## src/rtl/core/scl_pkg.sv

```systemverilog
// ----------------------------------------------------------------------------
// scl_pkg: shared definitions for the serial command line parser
// Command codes, character constants, the per-line parse state and the
// first-letter decoder.
// ----------------------------------------------------------------------------
package scl_pkg;

  localparam int LINE_MAX_DEF   = 32;
  localparam int ADDR_CHARS_DEF = 5;

  localparam int POS_W  = 6;
  localparam int ADDR_W = 16;
  localparam int CODE_W = 3;

  localparam logic [CODE_W-1:0] CODE_EMPTY   = 3'd0;
  localparam logic [CODE_W-1:0] CODE_TEST    = 3'd1;
  localparam logic [CODE_W-1:0] CODE_LAST    = 3'd2;
  localparam logic [CODE_W-1:0] CODE_VERSION = 3'd3;
  localparam logic [CODE_W-1:0] CODE_CLEAR   = 3'd4;
  localparam logic [CODE_W-1:0] CODE_READ    = 3'd5;
  localparam logic [CODE_W-1:0] CODE_WRITE   = 3'd6;
  localparam logic [CODE_W-1:0] CODE_UNKNOWN = 3'd7;

  localparam logic [7:0] CHAR_NUL   = 8'h00;
  localparam logic [7:0] CHAR_CR    = 8'h0D;
  localparam logic [7:0] CHAR_DIG0  = 8'h30;
  localparam logic [7:0] CHAR_DIG9  = 8'h39;
  localparam logic [7:0] CHAR_LOW_A = 8'h61;
  localparam logic [7:0] CHAR_LOW_Z = 8'h7A;
  localparam logic [7:0] CHAR_T     = 8'h54;
  localparam logic [7:0] CHAR_L     = 8'h4C;
  localparam logic [7:0] CHAR_V     = 8'h56;
  localparam logic [7:0] CHAR_C     = 8'h43;
  localparam logic [7:0] CHAR_R     = 8'h52;
  localparam logic [7:0] CHAR_W     = 8'h57;
  localparam logic [7:0] CASE_BIT   = 8'h20;

  typedef struct packed {
    logic [POS_W-1:0]  pos;
    logic [CODE_W-1:0] cmd;
    logic [ADDR_W-1:0] addr;
    logic              tail;
    logic              ended;
  } scl_state_t;

  typedef struct packed {
    logic              valid;
    logic [CODE_W-1:0] code;
    logic [ADDR_W-1:0] addr;
    logic              have;
  } scl_result_t;

  function automatic logic [CODE_W-1:0] decode_first(input logic [7:0] b);
    logic [7:0] u;
    logic [CODE_W-1:0] code;
    u = b;
    if (b >= CHAR_LOW_A && b <= CHAR_LOW_Z) u = b & ~CASE_BIT;
    case (u)
      CHAR_T:  code = CODE_TEST;
      CHAR_L:  code = CODE_LAST;
      CHAR_V:  code = CODE_VERSION;
      CHAR_C:  code = CODE_CLEAR;
      CHAR_R:  code = CODE_READ;
      CHAR_W:  code = CODE_WRITE;
      default: code = CODE_UNKNOWN;
    endcase
    return code;
  endfunction

endpackage

```

## src/rtl/core/serial_command_line_parser.sv

```systemverilog
// ----------------------------------------------------------------------------
// serial_command_line_parser: serial command line decoder
// Collects received bytes into lines and emits one decoded command per line.
// ----------------------------------------------------------------------------
// Usage: present one received byte per request on in_rx_byte. Every byte
// except a carriage return is absorbed into the current line and gives no
// result; a carriage return gives exactly one result with the command code
// (selected by the first byte, case-insensitive), the decimal address taken
// from line positions 1 to ADDR_CHARS for read and write, and have_address
// for a read that has anything after its letter. A zero byte ends the line
// content early; a line that reaches LINE_MAX bytes drops the next byte and
// restarts. Rate: one byte per clock cycle sustained while the result side
// is not stalling. A carriage return accepted into the input register is
// parsed from there and lands in the result register once that register is
// free, which raises out_valid; the result then stays until out_ready takes
// it, with its fields unchanged. A result that waits on out_ready holds
// the input register, and a byte waiting there holds in_ready low. The parse
// state is a single register updated as the input register drains, so
// back-to-back bytes see each other's effect without bubbles.
module serial_command_line_parser #(
  parameter int LINE_MAX   = scl_pkg::LINE_MAX_DEF,
  parameter int ADDR_CHARS = scl_pkg::ADDR_CHARS_DEF
) (
  input  logic                       clk,
  input  logic                       rst_n,
  input  logic                       in_valid,
  output logic                       in_ready,
  input  logic [7:0]                 in_rx_byte,
  output logic                       out_valid,
  input  logic                       out_ready,
  output logic [scl_pkg::CODE_W-1:0] out_command_code,
  output logic [scl_pkg::ADDR_W-1:0] out_address,
  output logic                       out_have_address
);
  import scl_pkg::*;

  // input register
  logic       in_vld_r;
  logic       in_vld_nxt;
  logic [7:0] in_byte_r;

  // line state
  scl_state_t st_r;
  scl_state_t st_nxt;

  // result register
  logic              out_vld_r;
  logic              out_vld_nxt;
  logic [CODE_W-1:0] out_code_r;
  logic [ADDR_W-1:0] out_addr_r;
  logic              out_have_r;

  scl_result_t res;
  logic        out_free;
  logic        s1_go;

  scl_parse #(
    .LINE_MAX   (LINE_MAX),
    .ADDR_CHARS (ADDR_CHARS)
  ) u_parse (
    .rx_byte (in_byte_r),
    .st      (st_r),
    .st_nxt  (st_nxt),
    .res     (res)
  );

  // the result register can take a new value when empty or being drained
  assign out_free = !out_vld_r || out_ready;
  // advance the held byte through the parser
  assign s1_go    = in_vld_r && out_free;
  assign in_ready = !in_vld_r || s1_go;

  always_comb begin
    in_vld_nxt = in_vld_r;
    if (in_ready) in_vld_nxt = in_valid;
  end

  always_comb begin
    out_vld_nxt = out_vld_r;
    if (s1_go) begin
      out_vld_nxt = res.valid;
    end else if (out_ready) begin
      out_vld_nxt = 1'b0;
    end
  end

  always_ff @(posedge clk) begin
    if (!rst_n) begin
      in_vld_r  <= 1'b0;
      out_vld_r <= 1'b0;
      st_r      <= '0;
    end else begin
      in_vld_r  <= in_vld_nxt;
      out_vld_r <= out_vld_nxt;
      // hold the line state unless a byte goes through
      if (s1_go) st_r <= st_nxt;
    end
  end

  // payload registers: no reset
  always_ff @(posedge clk) begin
    if (in_ready && in_valid) in_byte_r <= in_rx_byte;
    if (s1_go && res.valid) begin
      out_code_r <= res.code;
      out_addr_r <= res.addr;
      out_have_r <= res.have;
    end
  end

  assign out_valid        = out_vld_r;
  assign out_command_code = out_code_r;
  assign out_address      = out_addr_r;
  assign out_have_address = out_have_r;

endmodule

```

## src/rtl/core/scl_parse.sv

```systemverilog
// ----------------------------------------------------------------------------
// scl_parse: per-byte line parser
// Next line state and the decoded command for one received byte.
// ----------------------------------------------------------------------------
module scl_parse #(
  parameter int LINE_MAX   = scl_pkg::LINE_MAX_DEF,
  parameter int ADDR_CHARS = scl_pkg::ADDR_CHARS_DEF
) (
  input  logic [7:0]          rx_byte,
  input  scl_pkg::scl_state_t st,
  output scl_pkg::scl_state_t st_nxt,
  output scl_pkg::scl_result_t res
);
  import scl_pkg::*;

  localparam logic [POS_W-1:0] LineMaxC   = POS_W'(LINE_MAX);
  localparam logic [POS_W-1:0] AddrCharsC = POS_W'(ADDR_CHARS);

  scl_state_t        clr;
  logic              is_digit;
  logic              addr_cmd;
  logic [ADDR_W-1:0] addr_mac;

  assign clr      = '0;
  assign is_digit = (rx_byte >= CHAR_DIG0) && (rx_byte <= CHAR_DIG9);
  assign addr_cmd = (st.cmd == CODE_READ) || (st.cmd == CODE_WRITE);
  // times ten as two shifts and an add
  assign addr_mac = (st.addr << 3) + (st.addr << 1)
                    + ADDR_W'(rx_byte[3:0]);

  always_comb begin
    res    = '0;
    st_nxt = st;
    if (rx_byte == CHAR_CR) begin
      res.valid = 1'b1;
      res.code  = st.cmd;
      if (st.cmd == CODE_READ) begin
        if (st.tail) begin
          res.addr = st.addr;
          res.have = 1'b1;
        end
      end else if (st.cmd == CODE_WRITE) begin
        res.addr = st.addr;
      end
      st_nxt = clr;
    end else if (st.pos >= LineMaxC) begin
      // overlong line: drop the byte, restart
      st_nxt = clr;
    end else begin
      if (!st.ended) begin
        if (rx_byte == CHAR_NUL) begin
          st_nxt.ended = 1'b1;
        end else if (st.pos == '0) begin
          st_nxt.cmd = decode_first(rx_byte);
        end else begin
          if (st.pos == POS_W'(1)) st_nxt.tail = 1'b1;
          if (addr_cmd && st.pos <= AddrCharsC && is_digit) st_nxt.addr = addr_mac;
        end
      end
      st_nxt.pos = st.pos + POS_W'(1);
    end
  end

endmodule

```

## config.mk

```make
export PLATFORM = sky130hd
export DESIGN_NAME = serial_command_line_parser
export DESIGN_NICKNAME = d
export VERILOG_FILES = /design/src/rtl/core/scl_pkg.sv /design/src/rtl/core/serial_command_line_parser.sv /design/src/rtl/core/scl_parse.sv
export SDC_FILE = /design/constraint.sdc
export NUM_CORES = 1
export LEC_CHECK = 0
export BUFFER_PORTS_ARGS = -buffer_cell sky130_fd_sc_hd__buf_2
export CORE_MARGIN = 8
export CORE_UTILIZATION = 45
export DETAILED_ROUTE_END_ITERATION = 8
export PLACE_DENSITY = 0.77
export SYNTH_ARGS = -nofsm -noshare
export SYNTH_HDL_FRONTEND = slang
export SYNTH_HIERARCHICAL = 1
export SYNTH_SLANG_ARGS = --single-unit
```

## constraint.sdc

```tcl
create_clock -name clk -period 2.9 [get_ports clk]
set_clock_uncertainty 0.1 [all_clocks]
set_input_delay 0.145 -clock clk [delete_from_list [all_inputs] [get_ports clk]]
set_output_delay 0.145 -clock clk [all_outputs]
set_load 0.01 [all_outputs]
```

==> impl_metrics.toml, run 1 <==
[outcome]
status = "finished, final reports clean"

[synth]
synthMuxAreaShare_pct = 8.18
synth_edf_count = 28
synth_common_cells = "nand2_1, dfxtp_1, ha_1, mux2i_1, edfxtp_1"
synth_nets = 422
synth_ff_type = "dfxtp_1"
yosys.area.top_type = "edfxtp_1"
yosysSeqAreaShare_pct = 40.1
yosysWarnings = 6
ys_types = 49
synth_top_family_by_area = "simple AND/OR/NAND/NOR gates"
synthesis.instances = 379
syn_area_per_cell_um2 = 9.36
yosys-top-cells-area = "edfxtp_1, dfxtp_1, ha_1, nand2_1, mux2i_1"
synth.most_common_cell = "nand2_1"
yosys.area.top_type_share_pct = 23.7
synth-adder-area-share_pct = 11.4
synth_compound_area_share_pct = 10.2
synth-simple-area-share_pct = 22.5
async_flop_share_pct = 0
syn-cell-area_um2 = 3550
synth_xor_area_share_pct = 4.20
synth-seq-cells = 57

[setup_path]
critPathKind = "flop to flop"
cp_max_fo = 3
startpoint = "in_byte_r[3]$_DFFE_PP_"
endpoint = "st_r[16]$_SDFFE_PN0P_"
max_stage_delay_ns = 0.46
worstPathRequired_ns = 3.08
worstReg2RegEnd = "st_r[16]$_SDFFE_PN0P_"
worstPathArrival_ns = 3.00
cp-start-kind = "flop"
slowest_stage = "fa_2"
r2r-start = "in_byte_r[3]$_DFFE_PP_"
reg2reg_slack_ns = 0.07
ff2ff_path_depth = 10
cp_cell_sequence = "fa_2 > fa_2 > a211oi_2 > o211ai_1 > a221oi_2 > xnor2_1 > nand2_1 > a21oi_1 > nand2_1 > mux2i_1"
endpoint_kind = "flop"

[cells_and_area]
drive_gt1_share_pct = 20.2
fin_cells = 543
multi_input_area_um2 = 2080
area_delta_synth_final_pct = 21.1
final_nets = 479
antenna_cells = 0
ff_latch_area_um2 = 1420
num-fill-cells = 658

[grt]
antenna_found_initial = 0
grt_pass1_vias = 2816
grt_max_degree = 57
gr-usage-met1_pct = 18.6
grt_use_total_pct = 14.6
grt_first_pass_wirelength_um = 13300
grtUsageMet2_pct = 22.5
top_usage_layer = "met2"
grt.met3_usage_pct = 4.24
grt-ovfl-total = 0

[drt]
drc = 0
ant_nets = 0
drt_iter0_drc = 269
drt-total-wl_um = 7970
drt-wirelength-per-cell_um = 14.7
vias = 2925
avgViaCountPerCell = 5.39
dr.pass1.iters = 5

[power_and_ir_drop]
ir_drop_mv = 0.206
power_density_nw_per_um2 = 432
cellLeakagePower_nw = 1.79

[sta]
worst_pin_slew_ns = 0.960
post-route-min-period_ns = 2.83
tns_ns = 0
timing.final.crit_share_pct = 97.5
max_freq_ghz = 0.354
hold_viol = 0
finalMaxSlewViolations = 0
hold-worst-slack_ns = 0.0717
slew_headroom_pct = 36.0
rsz0062_at_grt = "yes"
setup_violations = 0

[floorplanning]
die_w_um = 105
start_util_pct = 46.2
row_count = 32
ios = 34
die_area_um2 = 11000
die_h_um = 105
core_area_um2 = 7690

[placement]
place_inst = 513
place.gp.congestion = 0.889
io_buffers = 33
dpl.hpwl_um = 5460

[clock_network]
htreeDepth = 3
numCtsBuffers = 9
cts_root_buffer = "clkbuf_8"
cts_buffer_depth = 2
clk_pin_slew_ns = 0.07
cts_tree = "done"
worstSkewPairLatency_ns = 0.34
cts_sinks = 57

[run]
cap_viol_max_count = 0

[worst_hold_path]
hold_class = "input pin to flop"
-- placed cells by master, fill, tap and decap left out, drive strengths merged, types with 11 or more instances in the layout --
cell,count
and2,21
nand2,86
ha,29
nor2,19
clkbuf,11
mux2i,29
a21oi,21
dfxtp,29
edfxtp,28
buf,55
-- what timing repair did --
item | 4_1_cts | 5_1_grt
hold endpoints to repair | 9 | 0
hold buffers | 9 | 0
pin swaps | 3 | 8
setup buffers | 0 | 5
resized for setup | 2 | 12
endpoints found under the setup margin | 2 | 6
-- state kept, by name, indices dropped and copies added, names as in the netlist --
name	flops
in_byte_r	8
in_vld_r	1
out_address	16
out_command_code	3
out_have_address	1
out_valid	1
st_r	27
-- cell type report --
class / count / area share [%]
Tap cell: 102 / 2.97
Sequential cell: 57 / 33.1
Clock buffer: 11 / 3.52
Inverter: 5 / 0.437
Timing Repair Buffer: 64 / 9.78
Multi-Input combinational cell: 299 / 48.4
Clock inverter: 5 / 1.81
-- per-stage QoR --
stage | utilization, % | setup slack, ns | cell area (um2) | power (mW)
after floorplan | - | 0.00294 | 3550 | 0.971
after global placement | 50.3 | -0.0319 | 3870 | 0.991
after detailed placement | 50.3 | -0.121 | 3870 | 0.997
after CTS | 54.7 | 0.0283 | 4200 | 1.86
after global routing | 55.9 | -0.0509 | 4300 | 1.92
final | 55.9 | 0.0728 | 4300 | 1.86
-- report_power, final --
| part | total [mW] | internal [mW] | switching, mW |
|---|---|---|---|
| combinational | 0.123 | 0.0580 | 0.0652 |
| sequential | 0.876 | 0.856 | 0.0194 |
| clock | 0.858 | 0.527 | 0.330 |
| total | 1.86 | 1.44 | 0.415 |
-- worst max-delay path, delay by kind of cell (launching register included) --
| family | cells | cell delay [ns] |
|---|---|---|
| flip-flops | 1 | 0.42 |
| AO/OA/AOI/OAI | 4 | 0.97 |
| adder cells (fa/ha/maj) | 2 | 0.84 |
| AND/OR/NAND/NOR | 2 | 0.13 |
| XOR/XNOR | 1 | 0.15 |
| multiplexers | 1 | 0.15 |
-- worst min-delay path by stage --
stage / from / end / slack [ns] / cells after the start
2_1_floorplan: in_rx_byte[0] / in_byte_r[0]$_DFFE_PP_ / 0.14 / 0
3_3_place_gp: in_rx_byte[0] / in_byte_r[0]$_DFFE_PP_ / 0.22 / 1
3_5_place_dp: in_rx_byte[0] / in_byte_r[0]$_DFFE_PP_ / 0.22 / 1
4_1_cts: out_ready / out_valid$_SDFFE_PN0P_ / 0.06 / 4
5_1_grt: out_ready / out_valid$_SDFFE_PN0P_ / 0.11 / 4
6_report: out_ready / out_valid$_SDFFE_PN0P_ / 0.07 / 4
-- layer usage --
metal	part of all wire, %	vias to the layer above	routed length [um]
met1	48	1380	3820
li1	-	1447	-
met5	0	-	0
met2	45	87	3580
met4	1.5	0	119
met3	5.7	11	453
-- kinds of logic (layout without fill, tap and decap cells) --
logic type	Yosys count	count (layout)
fa+ha+maj	31	31
mux	29	29
compound gates	57	57
flops	57	57
xor+xnor	17	17
simple gates	165	165
buf+inv	23	85
Power figures use the tool's default switching activity.
==> inputs of run 2 (changes only) <==
--- a/config.mk
+++ b/config.mk
@@ -6,10 +6,12 @@
 export NUM_CORES = 1
 export LEC_CHECK = 0
 export BUFFER_PORTS_ARGS = -buffer_cell sky130_fd_sc_hd__buf_2
+export CAP_MARGIN = 20
+export CORE_ASPECT_RATIO = 1.1
 export CORE_MARGIN = 8
 export CORE_UTILIZATION = 45
 export DETAILED_ROUTE_END_ITERATION = 8
-export PLACE_DENSITY = 0.77
+export PLACE_DENSITY = 0.66
 export SYNTH_ARGS = -nofsm -noshare
 export SYNTH_HDL_FRONTEND = slang
 export SYNTH_HIERARCHICAL = 1
==> run 2 against run 1 <==
Compared with the run above: total power rose by 5.8%; via count decreased by 4.2%; cell count rose by 0.18%; combinational power is 6% lower; highest routed layer unchanged.
==> impl_metrics.toml, run 2 (synthesized netlist as in run 1, its figures left out) <==
[grt]
grt_pass1_vias = 2630
grt-ovfl-total = 0
grt_max_degree = 57
grt_first_pass_wirelength_um = 12800
antenna_found_initial = 0
grt_use_total_pct = 14.7

[sta]
max_freq_ghz = 0.347
post-route-min-period_ns = 2.88
worst_pin_slew_ns = 0.900
hold-worst-slack_ns = 0.0686
hold_viol = 0
setup_violations = 0
slew_headroom_pct = 40.0
timing.final.crit_share_pct = 99.5
finalMaxSlewViolations = 0
rsz0062_at_grt = "yes"
finalWorstSetupSlack_ns = 0.0150

[floorplanning]
ios = 34
start_util_pct = 45.6
die_h_um = 109
row_count = 34
die_w_um = 101
core_area_um2 = 7780
die_area_um2 = 11000

[setup_path]
cp_max_fo = 3
worstPathRequired_ns = 3.08
r2r-start = "in_byte_r[2]$_DFFE_PP_"
critPathKind = "flop to flop"
startpoint = "in_byte_r[2]$_DFFE_PP_"
worstPathArrival_ns = 3.06
endpoint_kind = "flop"
cp-start-kind = "flop"

[power_and_ir_drop]
power.total_mw = 1.96
cellLeakagePower_nw = 1.77
power_density_nw_per_um2 = 461
clkPwrFrac_pct = 49.6
p_int_mw = 1.56
switching_share_pct = 20.5
ir_drop_mv = 0.223
p_switching_uw = 403
pwr-share-seq_pct = 44.6
comb_power_share_pct = 5.9

[clock_network]
numCtsBuffers = 9
clk_pin_slew_ns = 0.07
cts_sinks = 57
htreeDepth = 3
cts_tree = "done"
cts_buffer_depth = 2
cts_root_buffer = "clkbuf_8"
worstSkewPairLatency_ns = 0.34

[cells_and_area]
mostFrequentLayoutCells = "nand2_1, buf_2, mux2i_1, dfxtp_1"
final_nets = 474
postLayoutCoreUtil_pct = 54.7
area_delta_synth_final_pct = 20.0
regMostFlops = "st_r"
largest_register_ffs = 27
antenna_cells = 0
final_common_cell = "nand2_1"
drive_gt1_share_pct = 17.9
final_area_um2 = 4260

[worst_hold_path]
hold_class = "input pin to flop"
min-delay-start = "out_ready"

[drt]
drc = 0
drt-wirelength-per-cell_um = 14.1
ant_nets = 0
vias = 2803
avgViaCountPerCell = 5.15
drt_iter0_drc = 177
drt-total-wl_um = 7670
dr.pass1.iters = 5

[outcome]
status = "finished, final reports clean"

[placement]
place.gp.congestion = 0.883
io_buffers = 33
dpl-instance-area_um2 = 3870
dpl_worst_slack_ns = -0.105
dpl.hpwl_um = 5290

[run]
cap_viol_max_count = 0
==> run 2: cell types whose count changed in the layout (fill, tap and decap cells not counted), sizes merged <==
cell      previous run  this run
buf                 55        50
bufinv               2         4
clkbuf              11         9
clkinv               2         3
clkinvlp             1         0
==> run 2: stage by stage <==
stage | instances | setup TNS (ns)
6_report | 544 | 0
5_1_grt | 544 | -0.107
4_1_cts | 543 | 0
3_5_place_dp | 518 | -0.143
3_3_place_gp | 518 | -0.0510
2_1_floorplan | 379 | 0
==> run 2: critical path, stage by stage, from the launching register on <==
cell and delay, ns:
edfxtp_1 0.42, ha_1 0.32, ha_2 0.21, fa_2 0.40
a211oi_2 0.28, o211ai_1 0.23, a221oi_2 0.32, xnor2_1 0.15
nand2_1 0.07, a21oi_1 0.12, nand2_1 0.06, mux2i_1 0.14
==> run 2: worst paths after layout <==
kind | slack [ns] | cells past startpoint | to
setup / recovery | 0.02 | 11 | st_r[16]$_SDFFE_PN0P_
hold reg to reg | 0.38 | 2 | st_r[0]$_SDFFE_PN0P_
setup reg to reg | 0.02 | 11 | st_r[16]$_SDFFE_PN0P_
hold / removal | 0.07 | 4 | out_valid$_SDFFE_PN0P_
==> run 2: power by group through the flow <==
stage	Combinational [mW]	Sequential (mW)	Clock, mW
floorplan	0.0848	0.887	0
global placement	0.102	0.891	0
detailed placement	0.105	0.893	0
CTS	0.115	0.875	0.987
global route	0.129	0.877	1.02
finish	0.116	0.875	0.974
==> run 2: routing by layer <==
layer / global-route usage, % / wire length [um] / part of all wire (%) / up-vias
met5: 0 / 0 / 0 / -
met4: 4.76 / 95 / 1.2 / 0
met3: 4.85 / 491 / 6.4 / 12
met2: 23.6 / 3470 / 45 / 65
met1: 18.2 / 3610 / 47 / 1290
li1: - / - / - / 1436
==> run 2: what timing repair did <==
action / CTS / global route
hold buffers: 9 / 0
pin swaps: 3 / 13
endpoints found under the hold margin: 9 / 0
gates resized for setup: 1 / 7
buffers inserted: 0 / 1
endpoints found under the setup margin: 2 / 3
gates cloned: 0 / 0
==> run 2: cell type report <==
class	count	area [um2]
Fill cell	701	3530
Multi-Input combinational cell	299	2040
Sequential cell	57	1420
Timing Repair Buffer	59	383
Tap cell	108	135
Clock inverter	7	133
Clock buffer	9	124
Inverter	5	18.8
